**config.mk**
```make
export PLATFORM = sky130hd
export DESIGN_NAME = open_addressing_hash_table
export DESIGN_NICKNAME = d
export VERILOG_FILES = /design/src/hw/rtl/ohash_pkg.sv /design/src/hw/rtl/ohash_keymem.sv /design/src/hw/rtl/open_addressing_hash_table.sv
export SDC_FILE = /design/constraint.sdc
export NUM_CORES = 1
export LEC_CHECK = 0
export ABC_AREA = 1
export BUFFER_PORTS_ARGS = -buffer_cell sky130_fd_sc_hd__buf_2
export CAP_MARGIN = 20
export CORE_ASPECT_RATIO = 0.6
export CORE_MARGIN = 5
export CORE_UTILIZATION = 57
export DETAILED_ROUTE_END_ITERATION = 10
export GPL_ROUTABILITY_DRIVEN = 0
export GPL_TIMING_DRIVEN = 0
export PLACE_DENSITY = 0.84
export SETUP_SLACK_MARGIN = 0.05
export SLEW_MARGIN = 25
export SYNTH_ARGS = -nofsm -noshare
export SYNTH_HDL_FRONTEND = slang
export SYNTH_SLANG_ARGS = --single-unit
```
**constraint.sdc**
```tcl
create_clock -name clk -period 6.4 [get_ports clk]
set_clock_uncertainty 0.2 [all_clocks]
set_input_delay 0.32 -clock clk [delete_from_list [all_inputs] [get_ports clk]]
set_output_delay 0.32 -clock clk [all_outputs]
set_load 0.05 [all_outputs]
```
**src/hw/rtl/ohash_pkg.sv**
```systemverilog
package ohash_pkg;

    localparam int KEY_W    = 16;
    localparam int OP_W     = 2;
    localparam int STATUS_W = 3;
    localparam int SLOT_W   = 4;
    localparam int COEFF_W  = 4;
    localparam int CFG_IDX_W = 1;

    // request kinds (s_tuser)
    localparam logic [OP_W-1:0] OP_CLEAR  = 2'd0;
    localparam logic [OP_W-1:0] OP_INSERT = 2'd1;
    localparam logic [OP_W-1:0] OP_SEARCH = 2'd2;

    // result codes (m_tuser)
    localparam logic [STATUS_W-1:0] ST_INSERTED  = 3'd0;
    localparam logic [STATUS_W-1:0] ST_FULL      = 3'd1;
    localparam logic [STATUS_W-1:0] ST_FOUND     = 3'd2;
    localparam logic [STATUS_W-1:0] ST_NOT_FOUND = 3'd3;
    localparam logic [STATUS_W-1:0] ST_CLEARED   = 3'd4;

    // configuration register indexes
    localparam logic [CFG_IDX_W-1:0] CFG_LINEAR = 1'd0;
    localparam logic [CFG_IDX_W-1:0] CFG_QUAD   = 1'd1;

    typedef enum logic [2:0] {
        FSM_IDLE,
        FSM_HASH,
        FSM_INSERT,
        FSM_SEARCH,
        FSM_DONE
    } fsm_state_t;

endpackage

```
**src/hw/rtl/ohash_keymem.sv**
```systemverilog
module ohash_keymem #(
    parameter int DEPTH  = 16,
    parameter int ADDR_W = 4
) (
    input  logic                      clk,
    input  logic                      we,
    input  logic [ADDR_W-1:0]         waddr,
    input  logic [ohash_pkg::KEY_W-1:0] wdata,
    input  logic [ADDR_W-1:0]         raddr,
    output logic [ohash_pkg::KEY_W-1:0] rdata
);
    import ohash_pkg::*;

    logic [KEY_W-1:0] mem [DEPTH];
    logic [KEY_W-1:0] rdata_reg;

    always_ff @(posedge clk)
    begin
        if (we)
        begin
            mem[waddr] <= wdata;
        end
        rdata_reg <= mem[raddr];
    end

    assign rdata = rdata_reg;

endmodule

```
**src/hw/rtl/open_addressing_hash_table.sv**
```systemverilog
// Open-addressing hash table of TABLE_SIZE 16-bit keys. A request on the slave
// stream (kind in s_tuser: clear, insert or search; key in s_tdata) gives one
// response on the master stream (status in m_tuser, slot in m_tdata); a request
// of the unused kind is dropped with no response. One request is worked on at a
// time and s_tready is low meanwhile; a finished response sits in an output
// register so the next request can be taken while it waits. Insert and search
// first reduce the key modulo TABLE_SIZE one nibble per cycle, then insert
// probes one slot per cycle through modular adders and search reads the key
// RAM once per cycle, home slot first, then every slot in order. Probe slot j
// is (home + c1*j + c2*j*j) mod TABLE_SIZE, with c1/c2 set through the config
// port (index 0: c1, reset 1; index 1: c2, reset 0). Config writes are meant
// for idle periods only. Clear drops valid bits only; coefficients are kept.
module open_addressing_hash_table #(
    parameter int TABLE_SIZE = 16
) (
    input  logic                              clk,
    input  logic                              rst_n,
    // slave stream
    input  logic                              s_tvalid,
    output logic                              s_tready,
    input  logic [15:0]                       s_tdata,   // [15:0] key
    input  logic [ohash_pkg::OP_W-1:0]        s_tuser,   // [1:0] op
    // master stream
    output logic                              m_tvalid,
    input  logic                              m_tready,
    output logic [7:0]                        m_tdata,   // [3:0] slot_index, [7:4] zero
    output logic [ohash_pkg::STATUS_W-1:0]    m_tuser,   // [2:0] status
    // config write channel
    input  logic                              cfg_valid,
    output logic                              cfg_ready,
    input  logic [ohash_pkg::CFG_IDX_W-1:0]   cfg_index,
    input  logic [ohash_pkg::COEFF_W-1:0]     cfg_data
);
    import ohash_pkg::*;

    localparam int IDX_W = $clog2(TABLE_SIZE);
    localparam int CNT_W = IDX_W + 1;

    // ---- modular helpers (narrow, constant modulus) ----

    // a + b mod N, both operands already below N
    function automatic logic [IDX_W-1:0] add_mod(input logic [IDX_W-1:0] a,
                                                 input logic [IDX_W-1:0] b);
        logic [IDX_W:0] s;
        s = {1'b0, a} + {1'b0, b};
        if (s >= (IDX_W+1)'(TABLE_SIZE))
        begin
            s = s - (IDX_W+1)'(TABLE_SIZE);
        end
        return s[IDX_W-1:0];
    endfunction

    // small value (< 32) mod N by restoring subtraction
    function automatic logic [IDX_W-1:0] red_mod(input logic [4:0] x);
        logic [10:0] t;
        t = {6'd0, x};
        for (int k = 4; k >= 0; k--)
        begin
            if (t >= 11'(TABLE_SIZE << k))
            begin
                t = t - 11'(TABLE_SIZE << k);
            end
        end
        return t[IDX_W-1:0];
    endfunction

    // fold one key nibble into the running remainder
    function automatic logic [IDX_W-1:0] nib_mod(input logic [IDX_W-1:0] rem,
                                                 input logic [3:0] nib);
        logic [IDX_W:0] r;
        r = {1'b0, rem};
        for (int i = 3; i >= 0; i--)
        begin
            r = {r[IDX_W-1:0], nib[i]};
            if (r >= (IDX_W+1)'(TABLE_SIZE))
            begin
                r = r - (IDX_W+1)'(TABLE_SIZE);
            end
        end
        return r[IDX_W-1:0];
    endfunction

    // ---- state ----
    fsm_state_t              state_reg, state_next;
    logic [COEFF_W-1:0]      c1_reg, c2_reg;
    logic [OP_W-1:0]         op_reg;
    logic [KEY_W-1:0]        key_reg;
    logic [1:0]              nib_cnt_reg;
    logic [IDX_W-1:0]        h_reg;        // remainder, then current probe slot
    logic [IDX_W-1:0]        d_reg;        // next probe step, mod N
    logic [IDX_W-1:0]        dd_reg;       // 2*c2 mod N
    logic [IDX_W-1:0]        j_reg;        // probe count
    logic [CNT_W-1:0]        scan_reg;     // 0: home read, k: slot k-1 read
    logic                    cmp_en_reg;
    logic [IDX_W-1:0]        cmp_idx_reg;
    logic [TABLE_SIZE-1:0]   valid_reg;
    logic [STATUS_W-1:0]     res_status_reg;
    logic [IDX_W-1:0]        res_idx_reg;
    logic                    out_valid_reg;
    logic [STATUS_W-1:0]     out_status_reg;
    logic [SLOT_W-1:0]       out_idx_reg;

    // ---- control ----
    logic                    in_xfer;
    logic                    mem_we;
    logic                    scan_issue;
    logic [IDX_W-1:0]        mem_raddr;
    logic [KEY_W-1:0]        mem_rdata;
    logic                    hit;
    logic                    out_load;
    logic                    last_probe;
    logic                    scan_end;
    logic [3:0]              key_nib;
    logic [IDX_W+3:0]        res_idx_ext;

    assign cfg_ready = 1'b1;

    // outputs of the sequencer
    always_comb
    begin
        s_tready   = (state_reg == FSM_IDLE);
        mem_we     = (state_reg == FSM_INSERT) && !valid_reg[h_reg];
        scan_issue = (state_reg == FSM_SEARCH) && (scan_reg <= CNT_W'(TABLE_SIZE));
        mem_raddr  = (scan_reg == '0) ? h_reg : IDX_W'(scan_reg - CNT_W'(1));
        hit        = cmp_en_reg && valid_reg[cmp_idx_reg] && (mem_rdata == key_reg);
        out_load   = (state_reg == FSM_DONE) && (!out_valid_reg || m_tready);
        last_probe = (j_reg == IDX_W'(TABLE_SIZE - 1));
        scan_end   = (scan_reg == CNT_W'(TABLE_SIZE + 1));
    end

    assign in_xfer = s_tvalid && s_tready;

    // next state
    always_comb
    begin
        state_next = state_reg;
        case (state_reg)
            FSM_IDLE:
            begin
                if (in_xfer)
                begin
                    case (s_tuser)
                        OP_CLEAR:  state_next = FSM_DONE;
                        OP_INSERT: state_next = FSM_HASH;
                        OP_SEARCH: state_next = FSM_HASH;
                        default:   state_next = FSM_IDLE;   // unused kind: dropped
                    endcase
                end
            end
            FSM_HASH:
            begin
                if (nib_cnt_reg == 2'd3)
                begin
                    state_next = (op_reg == OP_INSERT) ? FSM_INSERT : FSM_SEARCH;
                end
            end
            FSM_INSERT:
            begin
                if (!valid_reg[h_reg] || last_probe)
                begin
                    state_next = FSM_DONE;
                end
            end
            FSM_SEARCH:
            begin
                if (hit || scan_end)
                begin
                    state_next = FSM_DONE;
                end
            end
            FSM_DONE:
            begin
                if (out_load)
                begin
                    state_next = FSM_IDLE;
                end
            end
            default: state_next = FSM_IDLE;
        endcase
    end

    // key nibble, most significant first
    always_comb
    begin
        case (nib_cnt_reg)
            2'd0:    key_nib = key_reg[15:12];
            2'd1:    key_nib = key_reg[11:8];
            2'd2:    key_nib = key_reg[7:4];
            default: key_nib = key_reg[3:0];
        endcase
    end

    // control registers
    always_ff @(posedge clk or negedge rst_n)
    begin
        if (!rst_n)
        begin
            state_reg     <= FSM_IDLE;
            c1_reg        <= COEFF_W'(1);
            c2_reg        <= '0;
            valid_reg     <= '0;
            cmp_en_reg    <= 1'b0;
            out_valid_reg <= 1'b0;
        end
        else
        begin
            state_reg <= state_next;
            if (cfg_valid && cfg_ready)
            begin
                case (cfg_index)
                    CFG_LINEAR: c1_reg <= cfg_data;
                    CFG_QUAD:   c2_reg <= cfg_data;
                    default:    ;
                endcase
            end
            if (in_xfer && (s_tuser == OP_CLEAR))
            begin
                valid_reg <= '0;
            end
            else if (mem_we)
            begin
                valid_reg[h_reg] <= 1'b1;
            end
            cmp_en_reg <= scan_issue;
            if (out_load)
            begin
                out_valid_reg <= 1'b1;
            end
            else if (m_tready)
            begin
                out_valid_reg <= 1'b0;
            end
        end
    end

    // datapath
    always_ff @(posedge clk)
    begin
        cmp_idx_reg <= mem_raddr;
        if (in_xfer)
        begin
            op_reg      <= s_tuser;
            key_reg     <= s_tdata;
            nib_cnt_reg <= 2'd0;
            h_reg       <= '0;
            j_reg       <= '0;
            scan_reg    <= '0;
            // first step c1 + c2, then grows by 2*c2 each probe
            d_reg       <= add_mod(red_mod({1'b0, c1_reg}), red_mod({1'b0, c2_reg}));
            dd_reg      <= red_mod({c2_reg, 1'b0});
            res_status_reg <= ST_CLEARED;
            res_idx_reg    <= '0;
        end
        case (state_reg)
            FSM_HASH:
            begin
                h_reg       <= nib_mod(h_reg, key_nib);
                nib_cnt_reg <= nib_cnt_reg + 2'd1;
            end
            FSM_INSERT:
            begin
                if (!valid_reg[h_reg])
                begin
                    res_status_reg <= ST_INSERTED;
                    res_idx_reg    <= h_reg;
                end
                else
                begin
                    if (last_probe)
                    begin
                        res_status_reg <= ST_FULL;
                        res_idx_reg    <= '0;
                    end
                    h_reg <= add_mod(h_reg, d_reg);
                    d_reg <= add_mod(d_reg, dd_reg);
                    j_reg <= j_reg + IDX_W'(1);
                end
            end
            FSM_SEARCH:
            begin
                scan_reg <= scan_reg + CNT_W'(1);
                if (hit)
                begin
                    res_status_reg <= ST_FOUND;
                    res_idx_reg    <= cmp_idx_reg;
                end
                else if (scan_end)
                begin
                    res_status_reg <= ST_NOT_FOUND;
                    res_idx_reg    <= '0;
                end
            end
            default: ;
        endcase
        if (out_load)
        begin
            out_status_reg <= res_status_reg;
            out_idx_reg    <= res_idx_ext[SLOT_W-1:0];
        end
    end

    assign res_idx_ext = {4'd0, res_idx_reg};

    ohash_keymem #(
        .DEPTH  (TABLE_SIZE),
        .ADDR_W (IDX_W)
    ) u_keymem (
        .clk   (clk),
        .we    (mem_we),
        .waddr (h_reg),
        .wdata (key_reg),
        .raddr (mem_raddr),
        .rdata (mem_rdata)
    );

    assign m_tvalid = out_valid_reg;
    assign m_tuser  = out_status_reg;
    assign m_tdata  = {4'd0, out_idx_reg};

endmodule
```
==> reports/metrics.cfg <==
[critical_path]
cp-start-kind=register
cp.required_ns=6.66
critical_path_class=register to register
end_kind=register
reg2reg_slack_ns=3.24
cp.arrival_ns=3.42
path_max_fanout=10

[synthesis]
synth_most_common_cell=edfxtp_1
ys_top_cells_by_count=edfxtp_1 (292), nand2_1 (212), inv_1 (176)
syn_area_um2=15600
synth-seq-cells=359
async_reset_ff_share_pct=8.08
synth_area_leaders=edfxtp_1 (56%), nand2_1 (5.1%), o211ai_1 (5.1%)
yosysTopAreaCellShare_pct=56.3
synth_edf_count=292
ys_seq_area_share_pct=65.9
synthFlopType=edfxtp_1
yosysUniqueCellTypes=43
avgSynthCellArea_um2=11.2
ys_warn_count=0
yosys.area.top_type=edfxtp_1
synth_cells=1390

[detailed_routing]
drc_errors=0
drt_iter0_markers=1849
wire_per_inst_um=22.2
num_vias=11300
drtPass1Iterations=6
wl_mm=41.7
viasPerCell=5.99
antenna_left=0

[place]
pre_cts_slack_ns=3.40
port_buffers=36
dp_hpwl_mm=27.5

[timing]
post-route-period-util_pct=49.4
fin_crit_ns=3.16
tns_ns=0
hold_viol_final=0
worst_slew_pin_slew_ns=1.06
max_freq_mhz=316
setup_violations=0
rsz0062_at_grt=false
timing.slew.headroom_pct=29.6
finalWorstSetupSlack_ns=3.24
drv_slew=0

[layout]
antennaDiodeCount=0
largest_register_ffs=256
area_growth_pct=13.3
seqCellArea_um2=10300
regMostFlops=u_keymem.mem
drive_above_1_share_pct=11.2
n_fill_cell=1855
layout.nets=1546
multi_input_area_um2=4240

[floorplan]
design.core.area_um2=26600
fp-row-count=46
dieArea_um2=30800
die_w_um=223
ios=42
die_h_um=138
initial_utilization_pct=58.4

[clock_tree]
clock_sinks=359
cts_buffers=31
cts_root_buf=clkbuf_16
path_clk_slew_ns=0.07
clock_latency_ns=0.59
clock_tree.buffer_depth=3
cts_tree=built
cts_resized=0
htreeDepth=1

[hold_path]
min_path_type=input pin to async pin

[status]
status=finished, final reports clean

[pwr]
worst_ir_drop_vdd_mv=0.441
power.density_nw_per_um2=490
power.leakage_nw=6.88
p_total_mw=8.64

[grt]
grt_pass1_wl_mm=62.7
grt_use_total_pct=26.4
grt_overflow_total=0
grt_max_degree=30
grt_pass1_vias=10800
antenna_found_initial=1

[job]
cap_viol_max_count=0

## power by group
group          leakage, nW  switching [mW]  internal [mW]
Combinational         3.04            2.42           1.06
Clock                0.510           0.870           1.07
Sequential            3.33           0.308           2.91
Total                 6.88            3.60           5.05
## cell type report
class / instances / share of cell area [%]
timing repair buffer: 72 / 3.14
tap: 360 / 2.55
inverter: 183 / 3.91
clock inverter: 19 / 1.02
sequential: 359 / 58.1
buffer: 63 / 2.36
clock buffer: 39 / 4.85
multi-input combinational: 788 / 24.0
## final timing paths
path / endpoint / from / depth (start not counted)
max reg2reg: u_keymem.rdata[11] / scan_reg[0] / 10
min: valid_reg[8] / rst_n / 2
max: u_keymem.rdata[11] / scan_reg[0] / 10
max in group asynchronous: valid_reg[4] / rst_n / 2
min reg2reg: m_tuser[1] / res_status_reg[1] / 0
min in group clk: key_reg[4] / s_tdata[4] / 2
## per-stage QoR
stage	instance area, um^2	util (%)	hold slack [ns]	cells
after detailed placement	16300	61.1	0.212	1794
after CTS	17600	66.2	0.169	1883
after global placement	16200	60.8	0.213	1789
after global routing	17600	66.2	0.213	1883
after floorplan	15600	-	-0.176	1393
final	17600	66.2	0.159	1883
## critical path: stages (launching register included)
cell	delay, ns
edfxtp_1	0.49
inv_1	0.15
ha_1	0.23
nand3_4	0.18
nand2_1	0.15
o21ai_2	0.14
inv_1	0.29
clkbuf_1	0.52
o211ai_1	0.44
nand3_1	0.21
nand2_1	0.06
## metal layers
| layer | wire [um] | vias to the layer above | track usage (%) | share of wire [%] |
|---|---|---|---|---|
| met5 | 0 | - | 0 | 0 |
| met4 | 1120 | 0 | 6.51 | 2.7 |
| met3 | 7030 | 103 | 11.1 | 17 |
| met2 | 17500 | 800 | 37.3 | 42 |
| met1 | 16100 | 5335 | 38.1 | 39 |
| li1 | - | 5035 | - | - |
## layout by cell type (no fill, tap or decap), types with 4 or more instances in the layout
cell type,Yosys,routed
a21oi_1,30,30
o21ai_1,9,9
edfxtp_1,292,292
inv_2,4,4
nand3_1,101,101
dfxtp_1,38,38
o211ai_1,105,105
buf_2,22,58
clkinv_1,2,8
buf_4,10,10
nor2_1,105,99
o21ai_0,121,121
nor2_2,1,6
inv_1,176,176
o21bai_1,16,16
buf_6,14,17
clkbuf_1,11,14
dfrtp_1,28,28
clkbuf_2,5,5
clkbuf_8,0,5
clkbuf_16,0,31
nor2_4,3,4
xor2_1,4,4
conb_1,2,5
xnor2_1,15,15
nand2_1,212,212
nand4_1,11,11
a31oi_1,4,4
clkinv_2,0,5
ha_1,17,17
dlygate4sd3_1,0,31
nor3_1,8,8
## cells by family (layout without fill, tap and decap cells)
group                      after synthesis  count (layout)  share of synthesized area (%)
DFF                                    359             359                           65.9
adders and majority gates               20              20                           1.75
AOI/OAI and AO/OA                      293             293                           11.6
buffers and inverters                  246             376                           7.10
other                                    2               5                         0.0482
and+or+nand+nor                        451             451                           12.5
xor gates and xnor gates                19              19                           1.07
## timing repair
action / 4_1_cts / 5_1_grt
hold endpoints to repair: 58 / 0
hold buffers: 31 / 0
buffers inserted: 0 / 0
endpoints found under the setup margin: 0 / 0
No activity file was read; power rests on OpenSTA's default activity.
